**src/hqa_pkg.sv**
```systemverilog
// ----------------------------------------------------------------------------
// Helicity quartet asymmetry package
// Widths, the quartet helicity pattern and the record passed from the
// sequence checker to the divider.
// ----------------------------------------------------------------------------
package hqa_pkg;

	localparam int COUNT_BITS = 32;
	localparam int FRAC_BITS  = 15;

	// Plain sum of four counts, and signed sum with one sign bit on top.
	localparam int PLAIN_W = COUNT_BITS + 2;
	localparam int SUM_W   = COUNT_BITS + 3;

	// Asymmetry in signed Q1.FRAC_BITS.
	localparam int ASYM_W = FRAC_BITS + 1;

	// Quotient bits needed: one integer bit, FRAC_BITS fraction bits, one round bit.
	localparam int QBITS = FRAC_BITS + 2;
	// Two quotient bits are produced per cycle.
	localparam int ITERS = (QBITS + 1) / 2;
	localparam int NBITS = 2 * ITERS;
	localparam int IT_W  = $clog2(ITERS + 1);

	localparam int FIFO_DEPTH = 2;
	localparam int FIFO_AW    = $clog2(FIFO_DEPTH);

	// Phase with no quartet open.
	localparam logic [1:0] PH_NONE = 2'd0;
	localparam logic [1:0] PH_LAST = 2'd3;

	// Helicity codes.
	localparam logic [1:0] HEL_POS = 2'b01;
	localparam logic [1:0] HEL_NEG = 2'b11;

	// Bit n set where the pattern +,-,-,+ is negative at phase n.
	localparam logic [3:0] QUARTET_NEG = 4'b0110;

	typedef struct packed {
		logic signed [SUM_W-1:0] ssum;
		logic [PLAIN_W-1:0]      psum;
	} quartet_t;

endpackage

```
**src/helicity_quartet_asymmetry_top.sv**
```systemverilog
// Each result lands in the output register after the phase 3 reading that closes
//   its quartet has passed through the queue and the divider.
// Throughput: one reading per cycle at the input while the queue is not full; the
//   divider takes the next quartet only as it finishes the last (9 radix-4 steps plus the result load).
// Reset: arst_n clears the quartet state, the queue, the counters and the
//   statistics at once; there is no clearing pass.
// ----------------------------------------------------------------------------
// Helicity quartet asymmetry
// Checks helicity quartets in scaler readings and reports the asymmetry of
// each good quartet together with the running count, minimum and maximum.
// ----------------------------------------------------------------------------
module helicity_quartet_asymmetry_top (
	input  logic               clk,
	input  logic               arst_n,
	input  logic               in_valid,
	output logic               in_ready,
	input  logic signed [1:0]  helicity,
	input  logic [1:0]         phase,
	input  logic [31:0]        count,
	output logic               out_valid,
	input  logic               out_ready,
	output logic signed [15:0] asymmetry,
	output logic [31:0]        quartet_number,
	output logic signed [15:0] min_asymmetry,
	output logic signed [15:0] max_asymmetry
);

	// The front end checks the phase order and helicity pattern of every
	// transfer and keeps the running sums. It never waits on the divider
	// unless the queue is full, so readings stream in at one per cycle.
	hqa_pkg::quartet_t push_data;
	hqa_pkg::quartet_t pop_data;
	logic              push;
	logic              pop;
	logic              q_full;
	logic              q_empty;

	hqa_front u_front (
		.clk      (clk),
		.arst_n   (arst_n),
		.in_valid (in_valid),
		.in_ready (in_ready),
		.helicity (helicity),
		.phase    (phase),
		.count    (count),
		.q_full   (q_full),
		.q_push   (push),
		.q_data   (push_data)
	);

	// Completed quartets wait here, so the checker keeps taking readings
	// while the divider works or while a result sits unclaimed downstream.
	hqa_fifo u_fifo (
		.clk     (clk),
		.arst_n  (arst_n),
		.push    (push),
		.wr_data (push_data),
		.pop     (pop),
		.rd_data (pop_data),
		.full    (q_full),
		.empty   (q_empty)
	);

	// The back end divides the signed sum by the plain sum, rounds and
	// saturates to Q1.15, updates the statistics and holds the result in
	// its output register until the transfer completes.
	hqa_back u_back (
		.clk            (clk),
		.arst_n         (arst_n),
		.q_data         (pop_data),
		.q_empty        (q_empty),
		.q_pop          (pop),
		.out_valid      (out_valid),
		.out_ready      (out_ready),
		.asymmetry      (asymmetry),
		.quartet_number (quartet_number),
		.min_asymmetry  (min_asymmetry),
		.max_asymmetry  (max_asymmetry)
	);

endmodule

```
**src/hqa_front.sv**
```systemverilog
// ----------------------------------------------------------------------------
// Quartet sequence checker
// Checks phase order and helicity pattern, accumulates the signed and plain
// sums and hands each completed quartet with a nonzero plain sum to the queue.
// ----------------------------------------------------------------------------
module hqa_front (
	input  logic                 clk,
	input  logic                 arst_n,
	input  logic                 in_valid,
	output logic                 in_ready,
	input  logic signed [1:0]    helicity,
	input  logic [1:0]           phase,
	input  logic [31:0]          count,
	input  logic                 q_full,
	output logic                 q_push,
	output hqa_pkg::quartet_t    q_data
);

	logic [1:0]                         exp_phase_q;
	logic                               polarity_q;
	logic signed [hqa_pkg::SUM_W-1:0]   ssum_q;
	logic [hqa_pkg::PLAIN_W-1:0]        psum_q;

	logic                               accept;
	logic                               hel_ok;
	logic                               hel_neg;
	logic                               match;
	logic signed [hqa_pkg::SUM_W-1:0]   cnt_ext;
	logic signed [hqa_pkg::SUM_W-1:0]   sterm;
	logic signed [hqa_pkg::SUM_W-1:0]   ssum_n;
	logic [hqa_pkg::PLAIN_W-1:0]        psum_n;

	assign in_ready = !q_full;
	assign accept   = in_valid && in_ready;

	assign hel_ok  = (helicity == hqa_pkg::HEL_POS) || (helicity == hqa_pkg::HEL_NEG);
	assign hel_neg = (helicity == hqa_pkg::HEL_NEG);

	assign cnt_ext = {{(hqa_pkg::SUM_W - hqa_pkg::COUNT_BITS){1'b0}},
		count[hqa_pkg::COUNT_BITS-1:0]};
	assign sterm   = hel_neg ? -cnt_ext : cnt_ext;
	assign ssum_n  = ssum_q + sterm;
	assign psum_n  = psum_q + cnt_ext[hqa_pkg::PLAIN_W-1:0];

	// A continuing reading must be the expected phase with the pattern's sign.
	assign match = (exp_phase_q != hqa_pkg::PH_NONE) && (phase == exp_phase_q) &&
		(hel_neg == (polarity_q ^ hqa_pkg::QUARTET_NEG[phase]));

	assign q_push      = accept && hel_ok && (phase != hqa_pkg::PH_NONE) && match &&
		(phase == hqa_pkg::PH_LAST) && (psum_n != '0);
	assign q_data.ssum = ssum_n;
	assign q_data.psum = psum_n;

	always_ff @(posedge clk or negedge arst_n) begin
		if (!arst_n) begin
			exp_phase_q <= hqa_pkg::PH_NONE;
			polarity_q  <= 1'b0;
			ssum_q      <= '0;
			psum_q      <= '0;
		end else if (accept && hel_ok) begin
			if (phase == hqa_pkg::PH_NONE) begin
				polarity_q  <= hel_neg;
				ssum_q      <= sterm;
				psum_q      <= cnt_ext[hqa_pkg::PLAIN_W-1:0];
				exp_phase_q <= 2'd1;
			end else if (!match) begin
				exp_phase_q <= hqa_pkg::PH_NONE;
			end else begin
				ssum_q <= ssum_n;
				psum_q <= psum_n;
				if (phase == hqa_pkg::PH_LAST) begin
					exp_phase_q <= hqa_pkg::PH_NONE;
				end else begin
					exp_phase_q <= phase + 2'd1;
				end
			end
		end
	end

endmodule

```
**src/hqa_fifo.sv**
```systemverilog
// ----------------------------------------------------------------------------
// Quartet queue
// Short first-in first-out buffer between the checker and the divider.
// ----------------------------------------------------------------------------
module hqa_fifo (
	input  logic              clk,
	input  logic              arst_n,
	input  logic              push,
	input  hqa_pkg::quartet_t wr_data,
	input  logic              pop,
	output hqa_pkg::quartet_t rd_data,
	output logic              full,
	output logic              empty
);

	hqa_pkg::quartet_t                mem [hqa_pkg::FIFO_DEPTH];
	logic [hqa_pkg::FIFO_AW-1:0]      wr_ptr_q;
	logic [hqa_pkg::FIFO_AW-1:0]      rd_ptr_q;
	logic [hqa_pkg::FIFO_AW:0]        fill_q;

	assign full    = (fill_q == (hqa_pkg::FIFO_AW + 1)'(hqa_pkg::FIFO_DEPTH));
	assign empty   = (fill_q == '0);
	assign rd_data = mem[rd_ptr_q];

	always_ff @(posedge clk) begin
		if (push) begin
			mem[wr_ptr_q] <= wr_data;
		end
	end

	always_ff @(posedge clk or negedge arst_n) begin
		if (!arst_n) begin
			wr_ptr_q <= '0;
			rd_ptr_q <= '0;
			fill_q   <= '0;
		end else begin
			if (push) begin
				wr_ptr_q <= (wr_ptr_q == hqa_pkg::FIFO_AW'(hqa_pkg::FIFO_DEPTH - 1)) ?
					'0 : wr_ptr_q + 1'b1;
			end
			if (pop) begin
				rd_ptr_q <= (rd_ptr_q == hqa_pkg::FIFO_AW'(hqa_pkg::FIFO_DEPTH - 1)) ?
					'0 : rd_ptr_q + 1'b1;
			end
			if (push && !pop) begin
				fill_q <= fill_q + 1'b1;
			end else if (pop && !push) begin
				fill_q <= fill_q - 1'b1;
			end
		end
	end

endmodule

```
**src/hqa_back.sv**
```systemverilog
// ----------------------------------------------------------------------------
// Asymmetry divider and statistics
// Restoring division, two quotient bits a cycle, then rounding, saturation,
// running minimum, maximum and quartet count, held in the output register.
// ----------------------------------------------------------------------------
module hqa_back (
	input  logic                               clk,
	input  logic                               arst_n,
	input  hqa_pkg::quartet_t                  q_data,
	input  logic                               q_empty,
	output logic                               q_pop,
	output logic                               out_valid,
	input  logic                               out_ready,
	output logic signed [hqa_pkg::ASYM_W-1:0]  asymmetry,
	output logic [31:0]                        quartet_number,
	output logic signed [hqa_pkg::ASYM_W-1:0]  min_asymmetry,
	output logic signed [hqa_pkg::ASYM_W-1:0]  max_asymmetry
);

	localparam int R_W = hqa_pkg::PLAIN_W + 1;

	logic                                busy_q;
	logic [hqa_pkg::IT_W-1:0]            it_q;
	logic                                neg_q;
	logic [R_W-1:0]                      rem_q;
	logic [R_W-1:0]                      den_q;
	logic [hqa_pkg::NBITS-1:0]           quo_q;
	logic                                out_valid_q;
	logic signed [hqa_pkg::ASYM_W-1:0]   asym_q;
	logic signed [hqa_pkg::ASYM_W-1:0]   min_q;
	logic signed [hqa_pkg::ASYM_W-1:0]   max_q;
	logic [31:0]                         num_q;

	logic                                fin;
	logic                                b1;
	logic                                b2;
	logic [R_W-1:0]                      r1;
	logic [R_W-1:0]                      r2;
	logic [R_W-1:0]                      r3;
	logic signed [hqa_pkg::SUM_W-1:0]    mag_s;
	logic [hqa_pkg::QBITS-1:0]           q_full;
	logic [hqa_pkg::ASYM_W:0]            q_rnd;
	logic signed [hqa_pkg::ASYM_W-1:0]   a;

	assign fin   = busy_q && (it_q == hqa_pkg::IT_W'(hqa_pkg::ITERS)) &&
		(!out_valid_q || out_ready);
	assign q_pop = !q_empty && (!busy_q || fin);

	// Two restoring steps; the remainder stays below twice the divisor.
	always_comb begin
		b1 = (rem_q >= den_q);
		r1 = b1 ? rem_q - den_q : rem_q;
		r2 = {r1[R_W-2:0], 1'b0};
		b2 = (r2 >= den_q);
		r3 = b2 ? r2 - den_q : r2;
		r3 = {r3[R_W-2:0], 1'b0};
	end

	assign mag_s = q_data.ssum[hqa_pkg::SUM_W-1] ? -q_data.ssum : q_data.ssum;

	// Drop surplus low bits, then round half away from zero on magnitude.
	always_comb begin
		q_full = quo_q[hqa_pkg::NBITS-1 -: hqa_pkg::QBITS];
		q_rnd  = (hqa_pkg::ASYM_W + 1)'(q_full[hqa_pkg::QBITS-1:1]) +
			(hqa_pkg::ASYM_W + 1)'(q_full[0]);
		if (neg_q) begin
			a = -q_rnd[hqa_pkg::ASYM_W-1:0];
		end else if (q_rnd >= (hqa_pkg::ASYM_W + 1)'(1 << hqa_pkg::FRAC_BITS)) begin
			a = hqa_pkg::ASYM_W'((1 << hqa_pkg::FRAC_BITS) - 1);
		end else begin
			a = q_rnd[hqa_pkg::ASYM_W-1:0];
		end
	end

	always_ff @(posedge clk) begin
		if (q_pop) begin
			neg_q <= q_data.ssum[hqa_pkg::SUM_W-1];
			rem_q <= {1'b0, mag_s[hqa_pkg::PLAIN_W-1:0]};
			den_q <= {1'b0, q_data.psum};
			quo_q <= '0;
		end else if (busy_q && (it_q != hqa_pkg::IT_W'(hqa_pkg::ITERS))) begin
			rem_q <= r3;
			quo_q <= {quo_q[hqa_pkg::NBITS-3:0], b1, b2};
		end
		if (fin) begin
			asym_q <= a;
		end
	end

	always_ff @(posedge clk or negedge arst_n) begin
		if (!arst_n) begin
			busy_q      <= 1'b0;
			it_q        <= '0;
			out_valid_q <= 1'b0;
			min_q       <= '0;
			max_q       <= '0;
			num_q       <= '0;
		end else begin
			if (q_pop) begin
				busy_q <= 1'b1;
				it_q   <= '0;
			end else if (fin) begin
				busy_q <= 1'b0;
			end else if (busy_q && (it_q != hqa_pkg::IT_W'(hqa_pkg::ITERS))) begin
				it_q <= it_q + 1'b1;
			end
			if (fin) begin
				out_valid_q <= 1'b1;
				num_q       <= num_q + 32'd1;
				if (a < min_q) begin
					min_q <= a;
				end
				if (a > max_q) begin
					max_q <= a;
				end
			end else if (out_ready) begin
				out_valid_q <= 1'b0;
			end
		end
	end

	assign out_valid      = out_valid_q;
	assign asymmetry      = asym_q;
	assign quartet_number = num_q;
	assign min_asymmetry  = min_q;
	assign max_asymmetry  = max_q;

endmodule

```
**config.mk**
```make
export PLATFORM = sky130hd
export DESIGN_NAME = helicity_quartet_asymmetry_top
export DESIGN_NICKNAME = d
export VERILOG_FILES = /design/src/hqa_pkg.sv /design/src/helicity_quartet_asymmetry_top.sv /design/src/hqa_front.sv /design/src/hqa_fifo.sv /design/src/hqa_back.sv
export SDC_FILE = /design/constraint.sdc
export NUM_CORES = 1
export LEC_CHECK = 0
export BUFFER_PORTS_ARGS = -buffer_cell sky130_fd_sc_hd__clkbuf_2
export CAP_MARGIN = 30
export CORE_MARGIN = 2
export CORE_UTILIZATION = 60
export CTS_CLUSTER_SIZE = 14
export DETAILED_ROUTE_END_ITERATION = 6
export MAX_ROUTING_LAYER = met4
export PLACE_DENSITY = 0.78
export RECOVER_POWER = 50
export SLEW_MARGIN = 30
export SYNTH_ARGS = -nofsm -noshare
export SYNTH_HDL_FRONTEND = slang
export SYNTH_SLANG_ARGS = --single-unit
```
**constraint.sdc**
```tcl
create_clock -name clk -period 11.1 [get_ports clk]
set_clock_uncertainty 0.15 [all_clocks]
set_input_delay 2.22 -clock clk [delete_from_list [all_inputs] [get_ports clk]]
set_output_delay 2.22 -clock clk [all_outputs]
set_load 0.1 [all_outputs]
```
==> run summary, run 1 <==
Status - complete, but fails checks
Failing checks - max-capacitance violations, max-slew violations
Synthesized instance count - 2721
Boundary pin count - 122
Final hold vios - 0
Ys async rst share - 0.376
First-pass GRT wire length - 102 mm
FMAX - 120 MHz
Synthesized cell area - 25800 sq um
Final setup viols - 0
Max incr delay on CP - 2.52 ns
Hold Startpoint - u_back.quo_q[1]
Worst Tran Pin Value - 3.63 ns
P&R area growth vs syn - 9.00%
# fillers - 3219
RSZ-0062 raised after global routing - no
Final ANT Viol Nets - 0
Initial DRC Count - 2027
Resize count post-CTS - 0
CTS Buf Count - 43
Seq/Total Area, Yosys - 0.416
Core Rows - 75
Hold Path End - u_back.quo_q[3]
Pin count of the biggest net entering global routing - 92
Ys Warns - 0
R2r endpoint - u_back.rem_q[33]
Worst path arrival time - 8.54 ns
CTS tree - yes
Min cycle time layout - 8.34 ns
Share of layout cells above drive strength 1 - 0.0616
CP startpoint kind - input pin
Die H - 211 um
Min-Delay Path Class - flop to flop
Area of placed instances - 26900 sq um
Hold buffer count at CTS - 0
Clock-pin slew on the worst setup and hold paths - 0.06 ns
WL/cell - 18.8 um
Post-synth top area share - 0.260
Vias in the first global route - 20100
Worst-skew pair later-pin latency - 0.58 ns
Syn avg cell area - 9.47 sq um
Clk root buf - clkbuf_16
Grt total ovfl - 0
Synth cell types - 87
WHS Path Cells - 2
Drt drc - 0
# diodes - 0
Vias - 21000
Fin. max-slew vios - 483
Post-CTS Setup Inserts - 0
Nets - 3027
Tcrit/Tclk final - 0.752
RD Place Congestion - 0.981
Max cap viols - 8
Clk sinks - 388
Net count after synthesis - 2941
CP most frequent cell - clkbuf_1
Total GRT Usage - 0.292
Setup TNS - 0 ns
Worst-path fanout max - 76
Buffers added on ports - 121
Worst path slowest cell - clkbuf_1
Hold WS - 0.324 ns
Initial Utilization - 0.612
Initial antenna violation count - 0
CP cell instances - clkbuf_1, inv_1, a21oi_1, clkbuf_1, nand2b_1, o21ai_4, clkbuf_1, inv_1, clkbuf_1, nand2_1, o21ai_0
Post-synth EDFFs - 223
First-pass DRT Iterations - 5
Worst Path Class, Setup - input pin to flop
Clock Tree Buf Depth - 3
Largest area contributor in the netlist - edfxtp_1
Die Wd - 211 um
Via density - 6.20
Die Footprint - 44600 sq um
Synth top area cells - edfxtp_1, dfrtp_1, ha_1
Worst path required time - 11.30 ns
R2r setup slk - 3.65 ns
Core area - 42100 sq um
HPWL after detailed placement - 46.1 mm
Synth Flop Type - edfxtp_1
H-tree depth - 2
Setup crit end kind - flop
Worst rel slew slack - -1.42
Design area - 28100 sq um
Reg-to-Reg Start - u_back.rem_q[0]
Worst R2R Path Depth - 27
Synth Register Bits - 388
WL final - 63.5 mm
-- worst max-delay path, delay by kind of cell --
family | cells | cell delay, ns
compound gates | 3 | 0.45
buf+inv | 6 | 5.14
simple gates | 2 | 0.64
-- logic make-up after synthesis --
logic type / count (synthesis) / synth area share
AO/OA/AOI/OAI: 714 / 0.172
flip-flops: 388 / 0.416
buffers and inverters: 241 / 0.0363
XOR/XNOR: 244 / 0.0829
multiplexers: 131 / 0.0555
AND/OR/NAND/NOR: 823 / 0.149
adder cells (fa/ha/maj): 180 / 0.0885
-- cell usage after synthesis, types with 25 or more instances --
cell	instances
nor2_1	190
nand2_1	320
mux2i_1	74
o21ai_0	211
a31oi_1	35
mux2_2	46
clkbuf_1	76
dfrtp_1	146
edfxtp_1	223
nand3_1	65
inv_1	139
a21oi_1	202
nand2b_1	25
a21o_1	63
ha_1	176
xnor2_1	155
nand4_1	31
xor2_1	89
and3_1	30
nor3_1	51
-- per-stage QoR --
stage | setup WS (ns) | utilization | std cells
after floorplan | 2.49 | - | 2721
after global placement | 3.80 | 0.637 | 3299
after detailed placement | 3.77 | 0.638 | 3300
after CTS | 3.87 | 0.672 | 3380
after global routing | 2.04 | 0.667 | 3381
final | 2.76 | 0.667 | 3381
-- worst max-delay path by stage --
stage,slack [ns],cells after the start,endpoint,startpoint
after floorplan,2.49,12,u_fifo.mem[0][0],count[10]
after global placement,3.80,16,u_fifo.mem[1][0],count[0]
after detailed placement,3.77,16,u_fifo.mem[1][34],count[0]
after CTS,3.87,27,u_back.rem_q[33],u_back.rem_q[0]
after global routing,2.04,10,u_back.rem_q[24],out_ready
final,2.76,11,u_back.rem_q[14],out_ready
-- routing by layer --
layer,global-route usage,routed length [um],vias up,part of all wire
li1,-,-,10100,-
met5,-,0,-,0
met3,0.0329,4030,122,0.064
met4,0.0998,1760,0,0.028
met2,0.455,29100,757,0.46
met1,0.398,28600,10000,0.45
-- layout by cell type, fill, tap and decap left out, drive strengths merged, types with 14 or more instances in the layout --
master	instances
nor2b	20
nand2	320
inv	141
o21a	19
mux2	56
nor3	51
dfxtp	19
nor2	190
dfrtp	146
o31ai	23
nand2b	25
mux2i	75
o21ai	218
a211oi	21
clkinv	18
a21o	63
ha	176
and2	14
a21oi	203
a22oi	16
edfxtp	223
xnor2	155
nand3	65
nand4	31
and3	30
clkbuf	184
a31oi	36
xor2	89
o21bai	19
-- registers in the layout (all words and copies together) (netlist names), 2 cells and up --
signal,cells
u_back.quo_q,18
u_fifo.fill_q,2
u_front.psum_q,34
u_fifo.mem,138
u_back.den_q,34
u_back.min_asymmetry,16
u_back.quartet_number,32
u_front.exp_phase_q,2
u_back.rem_q,35
u_back.max_asymmetry,16
u_back.it_q,4
u_back.asymmetry,16
u_front.ssum_q,35
-- area by class of cell --
type / count / area [sq um] / share of cell area
inverters: 140 / 526 / 0.0187
clock buffers: 52 / 1150 / 0.0410
repair buffers: 142 / 613 / 0.0218
clock inverters: 28 / 289 / 0.0103
flip-flops and latches: 388 / 10700 / 0.382
multi-input cells: 2092 / 14100 / 0.502
well taps: 539 / 674 / 0.0240
Power of run 1 is left out: the tool's default activity adds up to more than one toggle a clock period on the data nets, which glitch-free logic cannot reach.
==> run 2: changes to the inputs <==
Settings changed: ABC_AREA set to 1, CORE_UTILIZATION 60 to 57.
Clock period 11.1 ns to 7.35 ns, I/O delays scaled along.
==> run 2 against run 1 <==
Effect of this change: the run still ends with max-capacitance violations, max-slew violations left; critical path depth grew 1; area after synthesis grew 7.0%; routed wire length grew 24%; global-route usage grew 3.1 points; die area grew 12%.
==> run summary, run 2 <==
Status - complete, but fails checks
Failing checks - max-capacitance violations, max-slew violations
Clock-pin slew on the worst setup and hold paths - 0.06 ns (about the same)
Clock Tree Buf Depth - 3 (unchanged)
Ys Warns - 0 (unchanged)
Clk root buf - clkbuf_16
Min-Delay Path Class - flop to flop
Vias - 24900 (+19%)
H-tree depth - 2 (unchanged)
Synth Flop Type - edfxtp_1
Max reg flops - 138 (unchanged)
Most frequent cells in the layout - nand2_1, inv_1, nor2_1
Buffers added on ports - 121 (unchanged)
Clk sinks - 388 (unchanged)
Ys async rst share - 0.376 (unchanged)
WL/cell - 18.0 um (-4.3%)
Worst path slowest cell - clkinvlp_2
Drt drc - 0 (unchanged)
Synth top area cells - edfxtp_1, dfrtp_1, nand2_1
Min cycle time layout - 6.28 ns
Core Rows - 80 (+6.7%)
Die Footprint - 50200 sq um (+12%)
P&R area growth vs syn - 8.68%
Area of placed instances - 28800 sq um (+7.0%)
Total GRT Usage - 0.322 (+0.0307)
Largest regs - u_fifo.mem (138), u_back.rem_q (35), u_front.ssum_q (35)
HPWL after detailed placement - 59.9 mm (+30%)
Worst path arrival time - 6.43 ns (-2.11 ns)
Largest area contributor in the netlist - edfxtp_1
CP startpoint kind - flop
Final hold vios - 0 (unchanged)
Nets - 3959 (+31%)
Synth cell types - 62 (-29%)
Boundary pin count - 122 (unchanged)
Design area - 30000 sq um (+6.7%)
Leading cell types by count after synthesis - nand2_1, inv_1, nor2_1, o21ai_0, a21oi_1
Hold buffer count at CTS - 0 (unchanged)
CTS tree - yes
RD Place Congestion - 1.03 (+4.9%)
CTS Buf Count - 41 (-4.7%)
Share of layout cells above drive strength 1 - 0.0533 (-0.00827)
Initial DRC Count - 2470 (+22%)
Worst-path fanout max - 62 (-18%)
Worst Tran Pin Value - 4.74 ns (+1.11 ns)
CP cell instances - clkinvlp_2, or2_2, o21ai_2, inv_2, nand2_1, o21ai_1, inv_2, nand2_1, a21oi_1, a21oi_1, o21ai_0, nand2_1
Initial Utilization - 0.578 (-0.0340)
Core area - 47700 sq um (+13%)
Synthesized cell area - 27600 sq um (+7.0%)
Max cap viols - 6 (-2)
Synth Register Bits - 388 (unchanged)
Initial antenna violation count - 1 (+1)
Worst path required time - 7.50 ns (-3.80 ns)
Setup TNS - 0 ns (unchanged)
Via density - 5.69 (-8.4%)
Most numerous cell in the Yosys netlist - nand2_1
Die H - 224 um (+6.0%)
Net count after synthesis - 3856 (+31%)
Tcrit/Tclk final - 0.855
Die Wd - 224 um (+6.0%)
Post-CTS Setup Inserts - 0 (unchanged)
Grt total ovfl - 0 (unchanged)
FMAX - 159 MHz
Pin count of the biggest net entering global routing - 83 (-9.8%)
Most common cell after layout, fill and taps aside - nand2_1
Worst-skew pair later-pin latency - 0.57 ns (about the same)
Final setup viols - 0 (unchanged)
Setup crit end kind - flop
Syn avg cell area - 7.59 sq um (-20%)
Vias in the first global route - 23500 (+17%)
WL final - 78.8 mm (+24%)
Max incr delay on CP - 1.92 ns (-0.60 ns)
Fin. max-slew vios - 366 (-24%)
Final ANT Viol Nets - 0 (unchanged)
Worst Path Class, Setup - flop to flop
RSZ-0062 raised after global routing - no
CP most frequent cell - nand2_1
Post-synth top area share - 0.243 (-0.0170)
First-pass DRT Iterations - 6 (+1)
Biggest register - u_fifo.mem
First-pass GRT wire length - 125 mm (+22%)
Synthesized instance count - 3636 (+34%)
Fin util - 0.628 (-0.0390)
Post-synth EDFFs - 223 (unchanged)
Worst rel slew slack - -2.16 (-0.738)
Resize count post-CTS - 0 (unchanged)
Seq/Total Area, Yosys - 0.389 (-0.0273)
[run 2: changes by cell type in the layout (fill, tap and decap cells not counted), moves of 36 or more]
cell / change
xnor2_1: -94
nor2_1: +170
o21ai_0: +48
nand2_1: +606
a21o_1: -38
xor2_1: +36
nand3_1: +119
or2_2: +42
inv_1: +333
mux2i_1: -67
[run 2: critical path, delay by kind of cell (launching register included)]
| family | cells | cell delay, ns |
|---|---|---|
| DFF | 1 | 0.91 |
| and+or+nand+nor | 4 | 1.42 |
| buffers and inverters | 3 | 2.50 |
| AOI/OAI and AO/OA | 5 | 0.96 |
[run 2: kinds of logic (layout without fill, tap and decap cells)]
kind of cell             Yosys count  after routing  share of synthesized area
AND/OR/NAND/NOR                 1670           1670                      0.257
AO/OA/AOI/OAI                    642            642                      0.129
buffers and inverters            563            698                     0.0799
flip-flops                       388            388                      0.389
XOR/XNOR                         186            186                     0.0591
adder cells (fa/ha/maj)          180            180                     0.0827
multiplexers                       7              7                    0.00254
other                              0              2                          0
[run 2: per-stage QoR]
step,setup WS (ns),hold slack [ns],std cells
5_1_grt,0.632,0.339,4388
6_report,1.07,0.330,4388
4_1_cts,1.74,0.326,4386
3_5_place_dp,1.72,0.312,4311
3_3_place_gp,1.74,0.312,4311
2_1_floorplan,0.555,0.292,3636
[run 2: cell type report]
cell class	count	area, sq um
Clock buffer	52	1130
Multi-Input combinational cell	2685	14600
Inverter	480	1800
Timing Repair Buffer	143	636
Clock inverter	23	302
Tap cell	615	769
Antenna cell	2	5.00
Sequential cell	388	10700
Fill cell	4317	17800
[run 2: worst paths after layout]
kind | to | from | slack (ns) | depth (start not counted)
setup / recovery | u_back.rem_q[30] | u_fifo.rd_ptr_q | 1.07 | 12
hold / removal | u_back.quartet_number[31] | u_back.quartet_number[31] | 0.33 | 1
setup reg to reg | u_back.rem_q[30] | u_fifo.rd_ptr_q | 1.07 | 12
hold reg to reg | u_back.quartet_number[31] | u_back.quartet_number[31] | 0.33 | 1
max in group asynchronous | u_back.quartet_number[31] | arst_n | 1.94 | 1
min in group asynchronous | u_front.ssum_q[0] | arst_n | 2.45 | 1
[run 2: per-layer routing]
layer,track usage,wire [um],up-vias
li1,-,-,12200
met1,0.440,34500,11600
met2,0.500,35500,981
met3,0.0455,6250,171
met4,0.100,2570,0
met5,-,0,-
Power of run 2 is left out for the same reason.
